`src/sv/sm3_pkg.sv`:
```
// SM3 engine package: IV, round constants, word functions and the front-to-back
// command type. No dependencies.
package sm3_pkg;

   localparam int WordW      = 32;
   localparam int BlockWords = 16;
   localparam int Rounds     = 64;
   localparam int FifoDepth  = 4;
   localparam int ByteCntW   = 61;

   localparam logic [31:0] TLow  = 32'h79cc4519;
   localparam logic [31:0] THigh = 32'h7a879d8a;
   localparam logic [7:0]  PadMark = 8'h80;

   localparam logic [31:0] Iv [8] = '{
      32'h7380166f, 32'h4914b2b9, 32'h172442d7, 32'hda8a0600,
      32'ha96f30bc, 32'h163138aa, 32'he38dee4d, 32'hb0fb0e4e
   };

   // Word pushed from the front to the back, with the digest request on the
   // final length word.
   typedef struct packed {
      logic [31:0] word;
      logic        finish;
   } sm3_cmd_type;

   function automatic logic [31:0] rol32(input logic [31:0] x, input logic [4:0] n);
      logic [63:0] d;
      d = {x, x} << n;
      return d[63:32];
   endfunction

   function automatic logic [31:0] perm0(input logic [31:0] x);
      return x ^ {x[22:0], x[31:23]} ^ {x[14:0], x[31:15]};
   endfunction

   function automatic logic [31:0] perm1(input logic [31:0] x);
      return x ^ {x[16:0], x[31:17]} ^ {x[8:0], x[31:9]};
   endfunction

endpackage

```
`src/sv/sm3_front.sv`:
```
// SM3 front end: takes message words, keeps the byte count and issues the
// padded word stream (0x80, zeros, 64-bit length). Uses sm3_pkg.
module sm3_front (
   input  logic                clock,
   input  logic                reset,
   input  logic                req_valid,
   output logic                req_ready,
   input  logic [31:0]         req_message_word,
   input  logic [2:0]          req_valid_bytes,
   input  logic                req_is_last,
   output logic                cmd_valid,
   input  logic                cmd_ready,
   output sm3_pkg::sm3_cmd_type cmd
);
   import sm3_pkg::*;

   typedef enum logic [2:0] {
      ST_TAKE, ST_MARK, ST_ZERO, ST_LEN_HI, ST_LEN_LO
   } state_type;

   state_type             state_ff;
   logic [ByteCntW-1:0]   count_ff;
   logic [3:0]            pos_ff;      // words issued in the current block

   logic [2:0]            vb;
   logic [ByteCntW-1:0]   count_in;
   logic [31:0]           kept;
   logic [63:0]           bits;

   assign vb        = (req_valid_bytes > 3'd4) ? 3'd4 : req_valid_bytes;
   assign req_ready = (state_ff == ST_TAKE) && cmd_ready;
   assign count_in  = count_ff + (req_is_last ? ByteCntW'(vb) : ByteCntW'(4));
   assign bits      = {count_ff, 3'b000};

   always_comb begin
      case (vb)
         3'd0:    kept = {PadMark, 24'h0};
         3'd1:    kept = {req_message_word[31:24], PadMark, 16'h0};
         3'd2:    kept = {req_message_word[31:16], PadMark, 8'h0};
         3'd3:    kept = {req_message_word[31:8], PadMark};
         default: kept = req_message_word;
      endcase
   end

   always_comb begin
      cmd_valid  = 1'b0;
      cmd.word   = '0;
      cmd.finish = 1'b0;
      case (state_ff)
         ST_TAKE: begin
            cmd_valid = req_valid;
            cmd.word  = req_is_last ? kept : req_message_word;
         end
         ST_MARK: begin
            cmd_valid = 1'b1;
            cmd.word  = {PadMark, 24'h0};
         end
         ST_ZERO:   cmd_valid = 1'b1;
         ST_LEN_HI: begin
            cmd_valid = 1'b1;
            cmd.word  = bits[63:32];
         end
         ST_LEN_LO: begin
            cmd_valid  = 1'b1;
            cmd.word   = bits[31:0];
            cmd.finish = 1'b1;
         end
         default: cmd_valid = 1'b0;
      endcase
   end

   always_ff @(posedge clock) begin
      if (reset) begin
         state_ff <= ST_TAKE;
         count_ff <= '0;
         pos_ff   <= '0;
      end else if (cmd_valid && cmd_ready) begin
         pos_ff <= pos_ff + 4'd1;
         case (state_ff)
            ST_TAKE: begin
               count_ff <= count_in;
               if (req_is_last) begin
                  if (vb == 3'd4)             state_ff <= ST_MARK;
                  else if (pos_ff == 4'd13)   state_ff <= ST_LEN_HI;
                  else                        state_ff <= ST_ZERO;
               end
            end
            ST_MARK:
               state_ff <= (pos_ff == 4'd13) ? ST_LEN_HI : ST_ZERO;
            ST_ZERO:
               if (pos_ff == 4'd13) state_ff <= ST_LEN_HI;
            ST_LEN_HI: state_ff <= ST_LEN_LO;
            ST_LEN_LO: begin
               state_ff <= ST_TAKE;
               count_ff <= '0;
            end
            default: state_ff <= ST_TAKE;
         endcase
      end
   end

   assert property (@(posedge clock) disable iff (reset)
      (cmd_valid && cmd_ready && cmd.finish) |-> (pos_ff == 4'd15))
      else $error("length word not at end of block");
   assert property (@(posedge clock) disable iff (reset)
      (state_ff == ST_LEN_HI) |-> (pos_ff == 4'd14))
      else $error("length high word misplaced");
   assert property (@(posedge clock) disable iff (reset)
      (state_ff != ST_TAKE) |-> !req_ready)
      else $error("input taken during padding");

endmodule

```
`src/sv/sm3_fifo.sv`:
```
// Short item queue between SM3 front and back. Uses sm3_pkg.
module sm3_fifo #(
   parameter int Depth = sm3_pkg::FifoDepth
) (
   input  logic                 clock,
   input  logic                 reset,
   input  logic                 in_valid,
   output logic                 in_ready,
   input  sm3_pkg::sm3_cmd_type in_data,
   output logic                 out_valid,
   input  logic                 out_ready,
   output sm3_pkg::sm3_cmd_type out_data
);
   import sm3_pkg::*;

   localparam int AW = (Depth > 1) ? $clog2(Depth) : 1;

   sm3_cmd_type      mem_ff [Depth];
   logic [AW-1:0]    wr_ff, rd_ff;
   logic [AW:0]      cnt_ff;
   logic             push, pop;

   assign in_ready  = cnt_ff != (AW+1)'(Depth);
   assign out_valid = cnt_ff != '0;
   assign out_data  = mem_ff[rd_ff];
   assign push      = in_valid && in_ready;
   assign pop       = out_valid && out_ready;

   always_ff @(posedge clock) begin
      if (push) mem_ff[wr_ff] <= in_data;
   end

   always_ff @(posedge clock) begin
      if (reset) begin
         wr_ff  <= '0;
         rd_ff  <= '0;
         cnt_ff <= '0;
      end else begin
         if (push) wr_ff <= (wr_ff == AW'(Depth-1)) ? '0 : wr_ff + 1'b1;
         if (pop)  rd_ff <= (rd_ff == AW'(Depth-1)) ? '0 : rd_ff + 1'b1;
         cnt_ff <= cnt_ff + (AW+1)'(push) - (AW+1)'(pop);
      end
   end

   assert property (@(posedge clock) disable iff (reset)
      cnt_ff <= (AW+1)'(Depth)) else $error("queue overfilled");
   assert property (@(posedge clock) disable iff (reset)
      (push && !pop) |=> (cnt_ff == $past(cnt_ff) + 1'b1))
      else $error("queue count slip");
   assert property (@(posedge clock) disable iff (reset)
      (pop && !push) |=> (cnt_ff == $past(cnt_ff) - 1'b1))
      else $error("queue count slip");

endmodule

```
`src/sv/sm3_back.sv`:
```
// SM3 back end: block buffer, 64-round compression at one round per cycle
// with a 16-word expansion window, chaining value and digest output.
// Uses sm3_pkg.
module sm3_back (
   input  logic                 clock,
   input  logic                 reset,
   input  logic                 cmd_valid,
   output logic                 cmd_ready,
   input  sm3_pkg::sm3_cmd_type cmd,
   output logic                 rsp_valid,
   input  logic                 rsp_ready,
   output logic [31:0]          rsp_digest_word,
   output logic                 rsp_digest_last
);
   import sm3_pkg::*;

   typedef enum logic [1:0] {ST_FILL, ST_ROUND, ST_OUT} state_type;

   state_type     state_ff;
   logic [31:0]   w_ff [BlockWords];   // buffer, then expansion window
   logic [3:0]    fill_ff;
   logic [5:0]    rnd_ff;
   logic [2:0]    out_ff;
   logic          finish_ff;
   logic [31:0]   v_ff [8];
   logic [31:0]   r_ff [8];           // a..h

   logic [31:0]   wn, a12, ss1, ss2, ff, gg, tt1, tt2, tj;
   logic          take;

   assign cmd_ready       = state_ff == ST_FILL;
   assign take            = cmd_valid && cmd_ready;
   assign rsp_valid       = state_ff == ST_OUT;
   assign rsp_digest_word = v_ff[out_ff];
   assign rsp_digest_last = out_ff == 3'd7;

   always_comb begin
      wn  = perm1(w_ff[0] ^ w_ff[7] ^ rol32(w_ff[13], 5'd15))
            ^ rol32(w_ff[3], 5'd7) ^ w_ff[10];
      tj  = (rnd_ff < 6'd16) ? TLow : THigh;
      a12 = rol32(r_ff[0], 5'd12);
      ss1 = rol32(a12 + r_ff[4] + rol32(tj, rnd_ff[4:0]), 5'd7);
      ss2 = ss1 ^ a12;
      if (rnd_ff < 6'd16) begin
         ff = r_ff[0] ^ r_ff[1] ^ r_ff[2];
         gg = r_ff[4] ^ r_ff[5] ^ r_ff[6];
      end else begin
         ff = (r_ff[0] & r_ff[1]) | (r_ff[0] & r_ff[2]) | (r_ff[1] & r_ff[2]);
         gg = (r_ff[4] & r_ff[5]) | (~r_ff[4] & r_ff[6]);
      end
      tt1 = ff + r_ff[3] + ss2 + (w_ff[0] ^ w_ff[4]);
      tt2 = gg + r_ff[7] + ss1 + w_ff[0];
   end

   always_ff @(posedge clock) begin
      if (take) w_ff[fill_ff] <= cmd.word;
      else if (state_ff == ST_ROUND) begin
         for (int i = 0; i < BlockWords-1; i++) w_ff[i] <= w_ff[i+1];
         w_ff[BlockWords-1] <= wn;
      end
      if (take && fill_ff == 4'd15) begin
         for (int i = 0; i < 8; i++) r_ff[i] <= v_ff[i];
      end else if (state_ff == ST_ROUND) begin
         r_ff[0] <= tt1;
         r_ff[1] <= r_ff[0];
         r_ff[2] <= rol32(r_ff[1], 5'd9);
         r_ff[3] <= r_ff[2];
         r_ff[4] <= perm0(tt2);
         r_ff[5] <= r_ff[4];
         r_ff[6] <= rol32(r_ff[5], 5'd19);
         r_ff[7] <= r_ff[6];
      end
   end

   always_ff @(posedge clock) begin
      if (reset) begin
         state_ff  <= ST_FILL;
         fill_ff   <= '0;
         rnd_ff    <= '0;
         out_ff    <= '0;
         finish_ff <= 1'b0;
         for (int i = 0; i < 8; i++) v_ff[i] <= Iv[i];
      end else begin
         case (state_ff)
            ST_FILL:
               if (take) begin
                  fill_ff <= fill_ff + 4'd1;
                  if (fill_ff == 4'd15) begin
                     state_ff  <= ST_ROUND;
                     rnd_ff    <= '0;
                     finish_ff <= cmd.finish;
                  end
               end
            ST_ROUND: begin
               rnd_ff <= rnd_ff + 6'd1;
               if (rnd_ff == 6'd63) begin
                  v_ff[0] <= v_ff[0] ^ tt1;
                  v_ff[1] <= v_ff[1] ^ r_ff[0];
                  v_ff[2] <= v_ff[2] ^ rol32(r_ff[1], 5'd9);
                  v_ff[3] <= v_ff[3] ^ r_ff[2];
                  v_ff[4] <= v_ff[4] ^ perm0(tt2);
                  v_ff[5] <= v_ff[5] ^ r_ff[4];
                  v_ff[6] <= v_ff[6] ^ rol32(r_ff[5], 5'd19);
                  v_ff[7] <= v_ff[7] ^ r_ff[6];
                  state_ff <= finish_ff ? ST_OUT : ST_FILL;
                  out_ff   <= '0;
               end
            end
            ST_OUT:
               if (rsp_ready) begin
                  out_ff <= out_ff + 3'd1;
                  if (out_ff == 3'd7) begin
                     state_ff <= ST_FILL;
                     for (int i = 0; i < 8; i++) v_ff[i] <= Iv[i];
                  end
               end
            default: state_ff <= ST_FILL;
         endcase
      end
   end

   assert property (@(posedge clock) disable iff (reset)
      (state_ff == ST_ROUND) |-> (fill_ff == 4'd0))
      else $error("buffer count not cleared at compression");
   assert property (@(posedge clock) disable iff (reset)
      (rsp_valid && rsp_ready && rsp_digest_last) |=> (state_ff == ST_FILL))
      else $error("no return to fill after digest");
   assert property (@(posedge clock) disable iff (reset)
      (state_ff == ST_OUT) |-> (fill_ff == 4'd0))
      else $error("digest with partial block");

endmodule

```
`src/sv/sm3_hash_engine_unit.sv`:
```
// SM3 hash engine top level: front end (padding), item queue, back end
// (compression and digest). Uses sm3_pkg, sm3_front, sm3_fifo, sm3_back.
//
//  channel | direction | ports
//  req     | in        | req_valid/req_ready, message_word, valid_bytes, is_last
//  rsp     | out       | rsp_valid/rsp_ready, digest_word, digest_last
//
// Each message word is queued as it is taken; every 16th word starts 64 rounds
// at one round per cycle in the back end, which takes no words meanwhile.
// A last item adds up to 18 padding words and one or two compressions, then
// the 8 digest words. Synchronous active-high reset returns to the SM3 IV.
// Either side may stall; the queue holds up to FifoDepth words.
module sm3_hash_engine_unit #(
   parameter int FifoDepth = sm3_pkg::FifoDepth
) (
   input  logic        clock,
   input  logic        reset,
   input  logic        req_valid,
   output logic        req_ready,
   input  logic [31:0] req_message_word,
   input  logic [2:0]  req_valid_bytes,
   input  logic        req_is_last,
   output logic        rsp_valid,
   input  logic        rsp_ready,
   output logic [31:0] rsp_digest_word,
   output logic        rsp_digest_last
);
   import sm3_pkg::*;

   sm3_cmd_type f_cmd, b_cmd;
   logic        f_valid, f_ready, b_valid, b_ready;

   sm3_front u_front (
      .clock, .reset, .req_valid, .req_ready, .req_message_word,
      .req_valid_bytes, .req_is_last,
      .cmd_valid(f_valid), .cmd_ready(f_ready), .cmd(f_cmd)
   );

   sm3_fifo #(.Depth(FifoDepth)) u_fifo (
      .clock, .reset, .in_valid(f_valid), .in_ready(f_ready), .in_data(f_cmd),
      .out_valid(b_valid), .out_ready(b_ready), .out_data(b_cmd)
   );

   sm3_back u_back (
      .clock, .reset, .cmd_valid(b_valid), .cmd_ready(b_ready), .cmd(b_cmd),
      .rsp_valid, .rsp_ready, .rsp_digest_word, .rsp_digest_last
   );

endmodule
```
`config.mk`:
```
export PLATFORM = sky130hd
export DESIGN_NAME = sm3_hash_engine_unit
export DESIGN_NICKNAME = d
export VERILOG_FILES = /design/src/sv/sm3_pkg.sv /design/src/sv/sm3_front.sv /design/src/sv/sm3_fifo.sv /design/src/sv/sm3_back.sv /design/src/sv/sm3_hash_engine_unit.sv
export SDC_FILE = /design/constraint.sdc
export NUM_CORES = 2
export LEC_CHECK = 0
export ABC_AREA = 1
export BUFFER_PORTS_ARGS = -buffer_cell sky130_fd_sc_hd__buf_2
export CAP_MARGIN = 40
export CORE_ASPECT_RATIO = 0.8
export CORE_UTILIZATION = 40
export CTS_CLUSTER_DIAMETER = 40
export DETAILED_ROUTE_END_ITERATION = 7
export SLEW_MARGIN = 10
export SYNTH_ARGS = -nofsm -noshare
export SYNTH_HDL_FRONTEND = slang
export SYNTH_SLANG_ARGS = --single-unit
```
`constraint.sdc`:
```
create_clock -name clock -period 9.7 [get_ports clock]
set_input_delay 0.485 -clock clock [delete_from_list [all_inputs] [get_ports clock]]
set_output_delay 0.485 -clock clock [all_outputs]
set_load 0.02 [all_outputs]
```
==> reports/metrics.yaml <==
top_level_ports: 75
slew_headroom_pct: 33.06
finalClockSkew_ps: 41.49
timing.setup.critical_path_class: "flip-flop to flip-flop"
asyncSetResetFlopFracSynth_pct: 0
yosysSeqAreaShare_pct: 50.84
timing.max_cap.violations: 0
power-per-cell-area_nw_per_um2: 313.4
worst_skew_pair.late_latency_ps: 820
cpMostUsedCell: "nand2_1"
hold-worst-slack_ps: 54.16
grt_setup_unrepaired: "false"
period_needed_ps: 8870
clockRootBuffer: "clkbuf_16"
antenna_violations_before_repair: 10
outcome: "finished, final reports clean"
route.detailed.vias_per_inst: 5.496
layout.filler_cells: 16450
route.top_layer_used: "met5"
most_frequent_cells_in_the_layout: "nand2_1, edfxtp_1, inv_1, o21ai_0, nor2_1"
total_die_area_um2: 175500
ys_top_cells_by_area: "edfxtp_1, nand2_1, dfxtp_1, fa_1, o21ai_0"
syn_inst: 7769
yosys.area.top_type: "edfxtp_1"
portBuffers: 74
initial_core_util_pct: 40.38
yosys_warnings: 0
route.met3.wl_um: 25690
max_clock_freq_mhz: 112.7
nets: 8203
mappedNetlistArea_um2: 69540
gp_congestion: 0.9849
post-place-cells: 9964
layoutNonFillerInstCount: 10280
die-width_um: 468.2
die_height_um: 374.9
worstPathRequired_ps: 10260
first_pass_grt_wire_length_um: 366400
cts_tree: "yes"
worst_setup_path_start_kind: "flip-flop"
total_leakage_power_nw: 31.45
wl_per_cell_um: 24.82
first_pass_iters: 6
drcViolationCount: 0
worstHoldPathType: "input pin to flip-flop"
vias: 56480
numClockSinks: 1252
drc_violation_total_after_the_first_tritonroute_iteration: 7029
globalRoute.totalOverflow: 0
post_synth.cell_area_avg_um2: 8.951
drt_wirelength_um: 255000
clkSlewWorstSetupHoldPaths_ps: 60
synth_edf_count: 1028
cts_made_buffers: 163
finalPower_w: 0.02468
worst_setup_path_end_kind: "flip-flop"
area.growth.synth_to_final_pct: 13.22
drive_above_1_share_pct: 7.791
fin_setup_tns_ps: 0
gr-usage-all-layers_pct: 28.78
crit_path_max_incr_delay_ps: 600
maxSlewViolCount: 0
drtAntennaViolNets: 0
grt_pass1_vias: 52580
synth_cell_types: 67
tightestPinTransition_ps: 1004
syn_nets: 8115
h-tree-depth: 4
worstPathArrival_ps: 9430
design.core.area_um2: 172200
layout_commonest_cell: "nand2_1"
final_hold_viol_count: 0
setup_viol: 0
end_of_flow_core_utilization_pct: 45.72
clockBufferDepth: 3
ys_ff_latch: 1252
synth_top_area_share_pct: 44.39
critPathSlowestCell: "xor2_1"
route.met2.wl_um: 108300
grt_start_max_net_pins: 147
row_count: 136
routedLengthMet1_um: 113600
fin_crit_sh_pct: 91.44
detailedPlacementHpwl_um: 185400
ys_dominant_reg_cell: "edfxtp_1"
cp_max_fo: 12
max-vdd-ir-drop_uv: 242.1
## metal layers
layer | vias to the layer above | track usage, %
met3 | 326 | 6.920
li1 | 25900 | -
met1 | 27610 | 42.03
met5 | - | 0
met4 | 4 | 8.407
met2 | 2641 | 41.99
## cell type report
type                            count  area, um2  share of cell area (%)
Multi-Input combinational cell   5348      30010                   38.11
Timing Repair Buffer              243       1812                   2.301
Inverter                          849       3204                   4.070
Clock inverter                    119       1292                   1.642
Antenna cell                        2      5.005                0.006356
Clock buffer                      185       4203                   5.338
Tap cell                         2277       2849                   3.618
Sequential cell                  1252      35370                   44.92
## critical path: cells and delay by family (launching register included)
kind	cells	cell delay (ps)
adder cells (fa/ha/maj)	6	2560
AND/OR/NAND/NOR	17	2160
XOR/XNOR	3	1380
AO/OA/AOI/OAI	5	1490
flip-flops	1	590
buffers and inverters	4	450
## cell families after synthesis
kind of cell / after synthesis / share of synthesized area [%]
simple gates: 3289 / 19.28
xor+xnor: 405 / 5.133
fa+ha+maj: 306 / 7.557
buf+inv: 1169 / 6.428
flops: 1252 / 50.84
compound gates: 1312 / 10.25
mux: 36 / 0.5182
## per-stage QoR
stage	area (um2)	setup WS [ps]
after floorplan	69540	2959
after global placement	72690	742.0
after detailed placement	73200	976.9
after CTS	78700	971.1
after global routing	78730	355.5
final	78740	829.9
## cells in the mapped netlist, types with 14 or more instances
cell / n
o21ai_0: 755
nand3b_1: 27
nand4_1: 38
buf_2: 53
o32ai_1: 33
o221ai_1: 18
mux2i_1: 36
fa_1: 190
edfxtp_1: 1028
nor2_1: 477
ha_1: 116
o31ai_1: 14
nand2_1: 2248
nand3_1: 364
inv_2: 14
dfxtp_1: 224
o21a_1: 33
inv_1: 830
a21oi_1: 322
xor2_1: 238
a31oi_1: 72
or2_2: 27
xnor2_1: 164
buf_1: 23
nor3_1: 56
clkbuf_1: 241
## sequential cells by signal, indices dropped and copies added, names as in the netlist, named ones only
signal            flops
u_front.count_ff     61
u_back.v_ff         256
u_back.state_ff       2
u_back.w_ff         512
u_front.pos_ff        4
u_front.state_ff      3
u_back.finish_ff      1
u_fifo.mem_ff       132
u_fifo.wr_ff          2
u_back.fill_ff        4
u_back.r_ff         256
u_back.out_ff         3
u_back.rnd_ff         6
u_fifo.cnt_ff         3
u_fifo.rd_ff          2
## repair_timing
action,CTS,global route
setup buffers,0,0
resized for setup,0,0
hold endpoints to repair,2,0
hold buffers,1,0
## power breakdown
part	switching [W]	internal [W]
Clock	0.00261	0.00357
Sequential	0.000388	0.00694
Combinational	0.00801	0.00316
## worst paths after layout
path | slack [ps] | end | from | cells after the start
worst min register to register | 440 | u_back.v_ff[5][6]$_SDFFE_PP0P_ | u_back.v_ff[5][6]$_SDFFE_PP0P_ | 1
worst max-delay path | 830 | u_back.v_ff[0][27]$_SDFFCE_PN0P_ | u_back.rnd_ff[0]$_SDFFE_PP0P_ | 35
worst min-delay path | 50 | u_fifo.mem_ff[1][28]$_DFFE_PP_ | req_message_word[27] | 3
worst max register to register | 830 | u_back.v_ff[0][27]$_SDFFCE_PN0P_ | u_back.rnd_ff[0]$_SDFFE_PP0P_ | 35
(Power assumes the default switching activity.)
